===== src/hdl/sps_pkg.sv =====
// ----------------------------------------------------------------------------
// sps_pkg
// Shared types, codes and timing constants of the siren pattern sequencer.
// ----------------------------------------------------------------------------
package sps_pkg;

    localparam int ACTION_W  = 2;
    localparam int PATTERN_W = 3;
    localparam int SECONDS_W = 7;
    localparam int ELAPSED_W = 17;

    // Input action codes
    localparam logic [ACTION_W-1:0] ACT_TICK  = 2'd0;
    localparam logic [ACTION_W-1:0] ACT_START = 2'd1;
    localparam logic [ACTION_W-1:0] ACT_STOP  = 2'd2;

    // Pattern codes
    localparam logic [PATTERN_W-1:0] PAT_IDLE      = 3'd0;
    localparam logic [PATTERN_W-1:0] PAT_RISING    = 3'd1;
    localparam logic [PATTERN_W-1:0] PAT_IMMEDIATE = 3'd2;
    localparam logic [PATTERN_W-1:0] PAT_FIRE      = 3'd3;
    localparam logic [PATTERN_W-1:0] PAT_CLEAR     = 3'd4;

    // Timing in milliseconds (the _S constants in seconds)
    localparam int MS_PER_S     = 1000;
    localparam int TOGGLE_MS    = 3000;
    localparam int RISE_HALF_MS = 20000;
    localparam int FIRE_ON_MS   = 20000;
    localparam int FIRE_CYCLE_MS = 35000;

    localparam int LONG_S   = 100;
    localparam int FIRE_S   = 90;
    localparam int SHORT_S  = 60;
    localparam int LONG_MS  = 100000;
    localparam int FIRE_MS  = 90000;
    localparam int SHORT_MS = 60000;

    localparam int CMD_DEPTH_DEF = 2;
    localparam int RES_DEPTH_DEF = 2;

    typedef enum logic [1:0] {
        CMD_TICK,
        CMD_START,
        CMD_STOP,
        CMD_NOP
    } cmd_kind_t;

    typedef struct packed {
        cmd_kind_t              kind;
        logic [PATTERN_W-1:0]   pattern;
    } cmd_t;

    typedef struct packed {
        logic                   siren_on;
        logic [PATTERN_W-1:0]   active_pattern;
        logic                   countdown_show;
        logic [SECONDS_W-1:0]   countdown_seconds;
        logic                   countdown_clear;
    } result_t;

    function automatic logic [ELAPSED_W-1:0] dur_ms(input logic [PATTERN_W-1:0] p);
        logic [ELAPSED_W-1:0] d;
        if (p == PAT_RISING) d = ELAPSED_W'(LONG_MS);
        else if (p == PAT_FIRE) d = ELAPSED_W'(FIRE_MS);
        else d = ELAPSED_W'(SHORT_MS);
        return d;
    endfunction

    function automatic logic [SECONDS_W-1:0] dur_s(input logic [PATTERN_W-1:0] p);
        logic [SECONDS_W-1:0] d;
        if (p == PAT_RISING) d = SECONDS_W'(LONG_S);
        else if (p == PAT_FIRE) d = SECONDS_W'(FIRE_S);
        else d = SECONDS_W'(SHORT_S);
        return d;
    endfunction

endpackage


===== src/hdl/siren_pattern_sequencer_unit.sv =====
// ----------------------------------------------------------------------------
// siren_pattern_sequencer_unit
// Timed siren relay sequencer with countdown display events.
// ----------------------------------------------------------------------------
// Usage:
//   Input queue: drive action/pattern and raise push; a transaction is taken
//   on a clock edge with push high and full low. Action 0 is a 1 ms tick,
//   1 starts a pattern (only while idle), 2 stops the siren.
//   Result queue: one result per input transaction. While empty is low the
//   oldest result sits on siren_on, active_pattern, countdown_show,
//   countdown_seconds and countdown_clear; pop with empty low takes it.
//   Path: an input is taken into the classify register, moves on into the
//   command queue, and execute writes its result into the result queue,
//   where it is visible and can be popped.
//   Throughput: one transaction per cycle while results are popped; the
//   execute stage updates all pattern phase counters together per tick.
//   Stall: when the receiver holds off pop, the result queue fills, then the
//   command queue, then full rises; nothing is dropped.
//   Reset: rst_n low clears both queues, sets the siren idle and off.
// ----------------------------------------------------------------------------
module siren_pattern_sequencer_unit #(
    parameter int CMD_DEPTH = sps_pkg::CMD_DEPTH_DEF,
    parameter int RES_DEPTH = sps_pkg::RES_DEPTH_DEF
) (
    input  logic                          clk,
    input  logic                          rst_n,
    input  logic                          push,
    output logic                          full,
    input  logic [sps_pkg::ACTION_W-1:0]  action,
    input  logic [sps_pkg::PATTERN_W-1:0] pattern,
    output logic                          empty,
    input  logic                          pop,
    output logic                          siren_on,
    output logic [sps_pkg::PATTERN_W-1:0] active_pattern,
    output logic                          countdown_show,
    output logic [sps_pkg::SECONDS_W-1:0] countdown_seconds,
    output logic                          countdown_clear
);
    import sps_pkg::*;

    // Front stage to command queue
    logic    front_valid;
    cmd_t    front_cmd;
    logic    cmd_full;
    // Command queue to execute stage
    cmd_t    cmd_head;
    logic    cmd_empty;
    logic    cmd_pop;
    // Execute stage to result queue
    logic    res_full;
    logic    res_push;
    result_t res_in;
    result_t res_head;

    // Classify incoming transactions
    sps_front u_front (
        .clk       (clk),
        .rst_n     (rst_n),
        .push      (push),
        .full      (full),
        .action    (action),
        .pattern   (pattern),
        .cmd_valid (front_valid),
        .cmd       (front_cmd),
        .cmd_full  (cmd_full)
    );

    // Decouple classification from execution
    sps_fifo #(
        .WIDTH ($bits(cmd_t)),
        .DEPTH (CMD_DEPTH)
    ) u_cmd_q (
        .clk     (clk),
        .rst_n   (rst_n),
        .wr_en   (front_valid),
        .wr_data (front_cmd),
        .full    (cmd_full),
        .rd_en   (cmd_pop),
        .rd_data (cmd_head),
        .empty   (cmd_empty)
    );

    // Run pattern timing and produce one result per command
    sps_back u_back (
        .clk       (clk),
        .rst_n     (rst_n),
        .cmd_empty (cmd_empty),
        .cmd       (cmd_head),
        .cmd_pop   (cmd_pop),
        .res_full  (res_full),
        .res_push  (res_push),
        .res       (res_in)
    );

    // Hold results until the receiver pops them
    sps_fifo #(
        .WIDTH ($bits(result_t)),
        .DEPTH (RES_DEPTH)
    ) u_res_q (
        .clk     (clk),
        .rst_n   (rst_n),
        .wr_en   (res_push),
        .wr_data (res_in),
        .full    (res_full),
        .rd_en   (pop),
        .rd_data (res_head),
        .empty   (empty)
    );

    assign siren_on          = res_head.siren_on;
    assign active_pattern    = res_head.active_pattern;
    assign countdown_show    = res_head.countdown_show;
    assign countdown_seconds = res_head.countdown_seconds;
    assign countdown_clear   = res_head.countdown_clear;

endmodule


===== src/hdl/sps_fifo.sv =====
// ----------------------------------------------------------------------------
// sps_fifo
// Small synchronous queue with registered storage and occupancy count.
// ----------------------------------------------------------------------------
module sps_fifo #(
    parameter int WIDTH = 8,
    parameter int DEPTH = 2
) (
    input  logic             clk,
    input  logic             rst_n,
    input  logic             wr_en,
    input  logic [WIDTH-1:0] wr_data,
    output logic             full,
    input  logic             rd_en,
    output logic [WIDTH-1:0] rd_data,
    output logic             empty
);
    localparam int PTR_W = $clog2(DEPTH);
    localparam int CNT_W = $clog2(DEPTH + 1);

    logic [WIDTH-1:0] mem_reg [DEPTH];
    logic [PTR_W-1:0] wr_ptr_reg, wr_ptr_next;
    logic [PTR_W-1:0] rd_ptr_reg, rd_ptr_next;
    logic [CNT_W-1:0] count_reg, count_next;
    logic             do_wr, do_rd;

    assign full    = (count_reg == CNT_W'(DEPTH));
    assign empty   = (count_reg == '0);
    assign do_wr   = wr_en && !full;
    assign do_rd   = rd_en && !empty;
    assign rd_data = mem_reg[rd_ptr_reg];

    always_comb
    begin
        wr_ptr_next = wr_ptr_reg;
        rd_ptr_next = rd_ptr_reg;
        count_next  = count_reg;
        if (do_wr)
        begin
            wr_ptr_next = (wr_ptr_reg == PTR_W'(DEPTH - 1)) ? '0 : wr_ptr_reg + 1'b1;
        end
        if (do_rd)
        begin
            rd_ptr_next = (rd_ptr_reg == PTR_W'(DEPTH - 1)) ? '0 : rd_ptr_reg + 1'b1;
        end
        if (do_wr && !do_rd)
        begin
            count_next = count_reg + 1'b1;
        end
        else if (do_rd && !do_wr)
        begin
            count_next = count_reg - 1'b1;
        end
    end

    always_ff @(posedge clk or negedge rst_n)
    begin
        if (!rst_n)
        begin
            wr_ptr_reg <= '0;
            rd_ptr_reg <= '0;
            count_reg  <= '0;
        end
        else
        begin
            wr_ptr_reg <= wr_ptr_next;
            rd_ptr_reg <= rd_ptr_next;
            count_reg  <= count_next;
        end
    end

    always_ff @(posedge clk)
    begin
        if (do_wr)
        begin
            mem_reg[wr_ptr_reg] <= wr_data;
        end
    end

endmodule


===== src/hdl/sps_front.sv =====
// ----------------------------------------------------------------------------
// sps_front
// Accept input transactions and classify them into sequencer commands.
// ----------------------------------------------------------------------------
module sps_front (
    input  logic                       clk,
    input  logic                       rst_n,
    input  logic                       push,
    output logic                       full,
    input  logic [sps_pkg::ACTION_W-1:0]  action,
    input  logic [sps_pkg::PATTERN_W-1:0] pattern,
    output logic                       cmd_valid,
    output sps_pkg::cmd_t              cmd,
    input  logic                       cmd_full
);
    import sps_pkg::*;

    logic  cmd_valid_reg, cmd_valid_next;
    cmd_t  cmd_reg, cmd_next;
    logic  take;

    // Stage frees up when empty or when the queue takes its content
    assign full      = cmd_valid_reg && cmd_full;
    assign take      = push && !full;
    assign cmd_valid = cmd_valid_reg;
    assign cmd       = cmd_reg;

    always_comb
    begin
        cmd_next.pattern = pattern;
        unique case (action)
            ACT_TICK:  cmd_next.kind = CMD_TICK;
            ACT_STOP:  cmd_next.kind = CMD_STOP;
            ACT_START:
            begin
                // Drop a start with a pattern code outside the four patterns
                if (pattern >= PAT_RISING && pattern <= PAT_CLEAR)
                    cmd_next.kind = CMD_START;
                else
                    cmd_next.kind = CMD_NOP;
            end
            default:   cmd_next.kind = CMD_NOP;
        endcase
        cmd_valid_next = take ? 1'b1 : (cmd_valid_reg && cmd_full);
    end

    always_ff @(posedge clk or negedge rst_n)
    begin
        if (!rst_n)
        begin
            cmd_valid_reg <= 1'b0;
        end
        else
        begin
            cmd_valid_reg <= cmd_valid_next;
        end
    end

    always_ff @(posedge clk)
    begin
        if (take)
        begin
            cmd_reg <= cmd_next;
        end
    end

endmodule


===== src/hdl/sps_back.sv =====
// ----------------------------------------------------------------------------
// sps_back
// Execute commands: pattern timing counters, relay level and countdown.
// ----------------------------------------------------------------------------
module sps_back (
    input  logic              clk,
    input  logic              rst_n,
    input  logic              cmd_empty,
    input  sps_pkg::cmd_t     cmd,
    output logic              cmd_pop,
    input  logic              res_full,
    output logic              res_push,
    output sps_pkg::result_t  res
);
    import sps_pkg::*;

    logic [PATTERN_W-1:0] run_reg, run_next;
    logic [ELAPSED_W-1:0] elapsed_reg, elapsed_next;
    logic [SECONDS_W-1:0] shown_reg, shown_next;
    logic                 relay_reg, relay_next;
    logic [9:0]           ms_reg, ms_next;
    logic [SECONDS_W-1:0] sec_reg, sec_next;
    logic [11:0]          m3_reg, m3_next;
    logic                 p3_reg, p3_next;
    logic [14:0]          m20_reg, m20_next;
    logic                 p20_reg, p20_next;
    logic [11:0]          m3a_reg, m3a_next;
    logic                 p3a_reg, p3a_next;
    logic [15:0]          m35_reg, m35_next;

    logic                 go;
    logic                 level;
    logic [SECONDS_W-1:0] total;

    assign go       = !cmd_empty && !res_full;
    assign cmd_pop  = go;
    assign res_push = go;
    assign total    = dur_s(run_reg);

    always_comb
    begin
        unique case (run_reg)
            PAT_RISING:    level = !p20_reg || p3a_reg;
            PAT_IMMEDIATE: level = !p3_reg;
            PAT_FIRE:      level = (m35_reg < 16'(FIRE_ON_MS));
            default:       level = 1'b1;
        endcase
    end

    always_comb
    begin
        run_next     = run_reg;
        elapsed_next = elapsed_reg;
        shown_next   = shown_reg;
        relay_next   = relay_reg;
        ms_next      = ms_reg;
        sec_next     = sec_reg;
        m3_next      = m3_reg;
        p3_next      = p3_reg;
        m20_next     = m20_reg;
        p20_next     = p20_reg;
        m3a_next     = m3a_reg;
        p3a_next     = p3a_reg;
        m35_next     = m35_reg;
        res.countdown_show    = 1'b0;
        res.countdown_seconds = '0;
        res.countdown_clear   = 1'b0;

        unique case (cmd.kind)
            CMD_START:
            begin
                if (run_reg == PAT_IDLE)
                begin
                    run_next     = cmd.pattern;
                    elapsed_next = '0;
                    shown_next   = '0;
                    ms_next      = '0;
                    sec_next     = '0;
                    m3_next      = '0;
                    p3_next      = 1'b0;
                    m20_next     = '0;
                    p20_next     = 1'b0;
                    m3a_next     = '0;
                    p3a_next     = 1'b0;
                    m35_next     = '0;
                end
            end
            CMD_STOP:
            begin
                relay_next          = 1'b0;
                run_next            = PAT_IDLE;
                res.countdown_clear = 1'b1;
            end
            CMD_TICK:
            begin
                if (run_reg != PAT_IDLE)
                begin
                    if (sec_reg >= shown_reg)
                    begin
                        res.countdown_show    = 1'b1;
                        res.countdown_seconds = (total >= shown_reg) ? total - shown_reg : '0;
                        shown_next            = shown_reg + 1'b1;
                    end
                    if (elapsed_reg > dur_ms(run_reg))
                    begin
                        relay_next          = 1'b0;
                        run_next            = PAT_IDLE;
                        res.countdown_clear = 1'b1;
                    end
                    else
                    begin
                        relay_next = level;
                    end
                    // Advance the elapsed count and every phase counter
                    if (elapsed_reg != '1)
                        elapsed_next = elapsed_reg + 1'b1;
                    if (ms_reg == 10'(MS_PER_S - 1))
                    begin
                        ms_next  = '0;
                        sec_next = sec_reg + 1'b1;
                    end
                    else
                    begin
                        ms_next = ms_reg + 1'b1;
                    end
                    if (m3_reg == 12'(TOGGLE_MS - 1))
                    begin
                        m3_next = '0;
                        p3_next = !p3_reg;
                    end
                    else
                    begin
                        m3_next = m3_reg + 1'b1;
                    end
                    if (m20_reg == 15'(RISE_HALF_MS - 1))
                    begin
                        m20_next = '0;
                        p20_next = !p20_reg;
                        m3a_next = '0;
                        p3a_next = 1'b0;
                    end
                    else
                    begin
                        m20_next = m20_reg + 1'b1;
                        if (m3a_reg == 12'(TOGGLE_MS - 1))
                        begin
                            m3a_next = '0;
                            p3a_next = !p3a_reg;
                        end
                        else
                        begin
                            m3a_next = m3a_reg + 1'b1;
                        end
                    end
                    m35_next = (m35_reg == 16'(FIRE_CYCLE_MS - 1)) ? '0 : m35_reg + 1'b1;
                end
            end
            default:
            begin
            end
        endcase

        res.siren_on       = relay_next;
        res.active_pattern = run_next;
    end

    always_ff @(posedge clk or negedge rst_n)
    begin
        if (!rst_n)
        begin
            run_reg     <= PAT_IDLE;
            elapsed_reg <= '0;
            shown_reg   <= '0;
            relay_reg   <= 1'b0;
            ms_reg      <= '0;
            sec_reg     <= '0;
            m3_reg      <= '0;
            p3_reg      <= 1'b0;
            m20_reg     <= '0;
            p20_reg     <= 1'b0;
            m3a_reg     <= '0;
            p3a_reg     <= 1'b0;
            m35_reg     <= '0;
        end
        else if (go)
        begin
            run_reg     <= run_next;
            elapsed_reg <= elapsed_next;
            shown_reg   <= shown_next;
            relay_reg   <= relay_next;
            ms_reg      <= ms_next;
            sec_reg     <= sec_next;
            m3_reg      <= m3_next;
            p3_reg      <= p3_next;
            m20_reg     <= m20_next;
            p20_reg     <= p20_next;
            m3a_reg     <= m3a_next;
            p3a_reg     <= p3a_next;
            m35_reg     <= m35_next;
        end
    end

endmodule


===== config.mk =====
export PLATFORM = sky130hd
export DESIGN_NAME = siren_pattern_sequencer_unit
export DESIGN_NICKNAME = d
export VERILOG_FILES = /design/src/hdl/sps_pkg.sv /design/src/hdl/siren_pattern_sequencer_unit.sv /design/src/hdl/sps_fifo.sv /design/src/hdl/sps_front.sv /design/src/hdl/sps_back.sv
export SDC_FILE = /design/constraint.sdc
export NUM_CORES = 1
export LEC_CHECK = 0
export BUFFER_PORTS_ARGS = -buffer_cell sky130_fd_sc_hd__buf_2
export CAP_MARGIN = 5
export CORE_MARGIN = 1
export CORE_UTILIZATION = 40
export DETAILED_ROUTE_END_ITERATION = 16
export GPL_ROUTABILITY_DRIVEN = 0
export PLACE_DENSITY = 0.64
export SYNTH_ARGS = -nofsm -noshare
export SYNTH_HDL_FRONTEND = slang
export SYNTH_HIERARCHICAL = 1
export SYNTH_SLANG_ARGS = --single-unit

===== constraint.sdc =====
create_clock -name clk -period 3.05 [get_ports clk]
set_input_delay 0.305 -clock clk [delete_from_list [all_inputs] [get_ports clk]]
set_output_delay 0.305 -clock clk [all_outputs]
set_load 0.01 [all_outputs]

* Word-level counts from Yosys, hierarchy flattened *
Memory sizes are Yosys's and may differ from the RTL's.
Cells that the tools add are included.
W data, S select, Z words.

word-level totals
  bits in registers = 117
  bits in writable memories = 36
  input bits = 9
  word-level logic and storage cells = 188
  memories = 2

memory list
  memory           depth  width  read ports  clocked after memory_dff  write ports  line            source
  u_res_q.mem_reg  2      13     1           0                         1            sps_fifo.sv:21  logic [WIDTH-1:0] mem_reg [DEPTH];
  u_cmd_q.mem_reg  2      5      1           0                         1            sps_fifo.sv:21

operators by class
  add/subtract/negate cells = 17
  magnitude comparators = 6
  eq/ne operators = 23
  multiplexer cells = 77
  reduce and logical (&&, ||, !) cells = 41

operators by type and width
  operator                 number
  $mux W17                 7
  $mux W12                 6
  $mux W7                  8
  $mux W16                 3
  $pmux W12 S2             2
  $mux W15                 3
  $pmux W17 S2             1
  $pmux W16 S2             1
  $mux W10                 3
  $pmux W15 S2             1
  $reduce_and A5 Y1        6
  $pmux W7 S2              2
  $add A12 B1 Y12 const B  2
  $eq A12 B12 Y1 const B   2
  $mux W1                  20
  $pmux W10 S2             1
  $add A17 B1 Y17 const B  1
  $gt A17 B17 Y1           1
  $ne A17 B17 Y1 const B   1
  $add A16 B1 Y16 const B  1
  $eq A16 B16 Y1 const B   1
  $lt A16 B15 Y1 const B   1
  $mux W8                  2
  $add A15 B1 Y15 const B  1
  32 further kinds         87

* Logic depth before layout (Yosys ltp) *
  word-level depth = 9
  mapped depth = 11
  depth with buffers taken out = 9

* Modules after synthesis *
The synthesis kept the hierarchy.

modules (own cells, without submodules)
  module              instances  cells an instance  area each (um^2)  seq. area each (um^2)
  sps_back            1          745                6,695.2           2,577.5
  sps_fifo (u_res_q)  1          59                 1,168.6           880.8
  sps_fifo (u_cmd_q)  1          35                 560.5             400.4
  sps_front           1          13                 222.7             175.2

* Least setup slack after synthesis *
OpenSTA, ideal clock, no wires.

  path kind = register to register
  start point = register u_back.run_reg[0]
  end point = memory u_res_q/mem_reg[0][1] (netlist bit) (data pin)
  setup time = 0.278 ns
  arrival = 2.500 ns
  path slack = 0.272 ns
  cell stages (with the launch flop) = 11
  buffers on the path = 1
  clock period less this slack = 2.778 ns
  cells stage by stage = dfrtp_1 -> buf_2 -> nor2b_1 -> nand2_1 -> inv_1 -> ha_1 -> nor2b_1 -> o31a_1 -> o31a_1 -> o21ai_1 -> a211oi_1

RTL lines
  item                    line             source
  start, declared         sps_back.sv:17   logic [PATTERN_W-1:0] run_reg, run_next;
  start signal, assigned  sps_back.sv:187  run_reg <= run_next;
  end, declared           sps_fifo.sv:21

==> impl_metrics.toml <==
[clock_tree]
tritoncts = "done"
clkLatencyLatePin_ps = 420
cts.clk_slew.worst_paths_ps = 60
clockRootBuffer = "clkbuf_16"
numCtsBuffers = 17
cts_buffer_depth = 2
ctsResizeCount = 0
clock_sinks = 153
postCtsSetupBuffers = 0
htree_num_levels = 4

[final_layout]
diodes = 0
drive_gt1_share_pct = 14.5
final_cell_mix = "dfrtp_1, nand2_1, nor2_1"
multiInputGateArea_um2 = 4320
synthToLayoutAreaGrowth_pct = 13.1
largest_reg_flops = 26
seqCellArea_um2 = 4030
final_cell_area_um2 = 9780
final_nets = 936
fill_cells = 1986
final_common_cell = "dfrtp_1"

[setup_path]
path_class = "reg2reg"
crit_path_max_fanout = 7
required_ps = 3190
r2r_slack_ps = 250
crit_arrival_ps = 2940
r2r-end = "u_res_q/mem_reg[1][4]"
r2r_cells = 9
crit_slowest_cell = "o21ai_1"
r2r_start = "u_back/run_reg[2]"
crit_path_start = "u_back/run_reg[2]"
cp-endpoint = "u_res_q/mem_reg[1][4]"
end_kind = "flip-flop"
max_stage_delay_ps = 430
path_cells = "nor2b_1 -> nand2_1 -> inv_1 -> ha_1 -> nor2b_1 -> o31a_1 -> o31a_1 -> o21ai_1 -> a21oi_1"
startpoint_type = "flip-flop"

[synth]
synth_seq_area_share_pct = 46.7
yosysUniqueCellTypes = 81
synth_area_um2 = 8650
syn_nets = 900
netlist.area_leader.share_pct = 32.4
synth.avg_cell_area_um2 = 10.1
yosys.area.top_type = "dfrtp_1"
synthFlopType = "dfrtp_1"
syn_inst = 852
ys_seq_elements = 153
synth_top_cells_by_area = "dfrtp_1, edfxtp_1, ha_1"
async_flop_share_pct = 73.2
ys_warn_count = 6
synth_edf_count = 41

[floorplanning]
die_height_um = 149
core_area_um2 = 21100
io_pins = 24
start_util_pct = 41.0
chipWidth_um = 149
rows = 53
dieArea_um2 = 22200

[pwr]
p_int_mw = 5.44
switching_power_mw = 3.18
leakagePower_nw = 4.01
share_comb_of_total_power_pct = 38.1
swShare_pct = 36.9
power_frac_seq_pct = 35.3
clkPwrFrac_pct = 26.5
vdd_drop_max_uv = 493
powerDensity_nw_per_um2 = 881

[detailed_routing]
drc = 0
ant_nets = 0
drt_iter0_markers = 485
via_per_inst = 5.63
totalWireLength_um = 19000
first_pass_iters = 7
wl_per_cell_um = 16.2
dr_total_vias = 6626

[timing]
finalCriticalPeriod_ps = 2800
fin_skew_ps = 8.47
finalHoldViolations = 0
slew_viol_final = 0
finalSetupViolCount = 0
tightest_slew_ps = 1110
finalCritPeriodShare_pct = 91.7
rsz0062_at_grt = "false"
setup_slack_ps = 252
finalSetupTns_ps = 0
fmax_mhz = 357
maxSlewHeadroom_pct = 25.2

[place]
port_buffers = 23
dp_worst_setup_slack_ps = 360
hpwl_um = 13400
placed_cell_area_um2 = 9140

[grt]
grt-ovfl-total = 0
grt_pass1_wl_um = 31800
antenna_found_initial = 0
grt_max_degree = 50
grt_usage_pct = 18.2
grt_pass1_vias = 6316

[worst_hold_path]
hold_class = "in2reg"

[job]
maxCapViolCount = 0

[run_status]
status = "finished clean"
## per-layer routing
metal	part of all wire (%)	GRT usage, %	wire [um]	vias up
met2	47	29.1	8900	138
met4	1.5	6.43	285	0
li1	-	-	-	3229
met5	0	0	0	-
met1	48	24.4	9080	3240
met3	3.9	3.76	739	19
## worst min-delay path by stage
| stage | from | end | slack [ps] | cells after the start |
|---|---|---|---|---|
| after floorplan | rst_n | u_back/elapsed_reg[0] | 9 | 0 |
| after global placement | rst_n | u_front/cmd_valid | 400 | 1 |
| after detailed placement | rst_n | u_front/cmd_valid | 390 | 1 |
| after CTS | push | u_front/cmd_valid | 60 | 2 |
| after global routing | push | u_front/cmd_valid | 70 | 2 |
| final | push | u_front/cmd_valid | 80 | 2 |
## power groups by stage
| stage | clock network [mW] | registers (mW) | logic (mW) |
|---|---|---|---|
| global placement | 0 | 3.06 | 3.20 |
| finish | 2.29 | 3.04 | 3.29 |
| CTS | 2.34 | 3.05 | 3.29 |
| floorplan | 0 | 2.94 | 2.39 |
| detailed placement | 0 | 3.08 | 3.26 |
| global route | 2.41 | 3.11 | 3.64 |
## logic make-up (layout without fill, tap and decap cells)
family / Yosys count / after routing / share of synthesized area, %
AOI/OAI and AO/OA: 197 / 197 / 15.2
xor gates and xnor gates: 45 / 45 / 4.56
adders and majority gates: 39 / 39 / 5.73
buffers and inverters: 68 / 117 / 3.44
DFF: 153 / 153 / 46.7
muxes: 30 / 30 / 4.23
and+or+nand+nor: 320 / 320 / 20.2
## area by class of cell
class,instances,area share (%)
clock inverters,13,2.06
inverters,35,1.34
well taps,275,3.52
multi-input cells,631,44.1
clock buffers,19,4.43
repair buffers,50,3.30
flip-flops and latches,153,41.2
## critical path, delay by kind of cell (launching register included)
kind | cells | cell delay (ps)
AO/OA/AOI/OAI | 4 | 1180
AND/OR/NAND/NOR | 3 | 470
flip-flops | 1 | 370
adder cells (fa/ha/maj) | 1 | 280
buffers and inverters | 1 | 220
## per-stage QoR
stage / instances / total power [mW] / hold WS [ps] / utilization [%]
2_1_floorplan: 852 / 5.33 / 9.41 / -
3_3_place_gp: 1143 / 6.26 / 400 / 43.3
3_5_place_dp: 1143 / 6.35 / 392 / 43.3
4_1_cts: 1176 / 8.68 / 63.7 / 46.4
5_1_grt: 1176 / 9.16 / 74.6 / 46.4
6_report: 1176 / 8.62 / 81.1 / 46.4
## cell usage after synthesis (20+ instances only)
library cell and instances:
a21oi_1 30, buf_2 22, dfrtp_1 112, edfxtp_1 41
ha_1 38, inv_1 34, nand2_1 77, nand3_1 34
nand4_1 22, nor2_1 67, o21ai_0 47, o21ai_1 23
xnor2_1 25, xor2_1 20
## timing repair
item                                    in CTS  in global routing
hold buffers                                 1                  0
endpoints found under the setup margin       0                  0
endpoints found under the hold margin       46                  0
No activity file was read; power rests on OpenSTA's default activity.
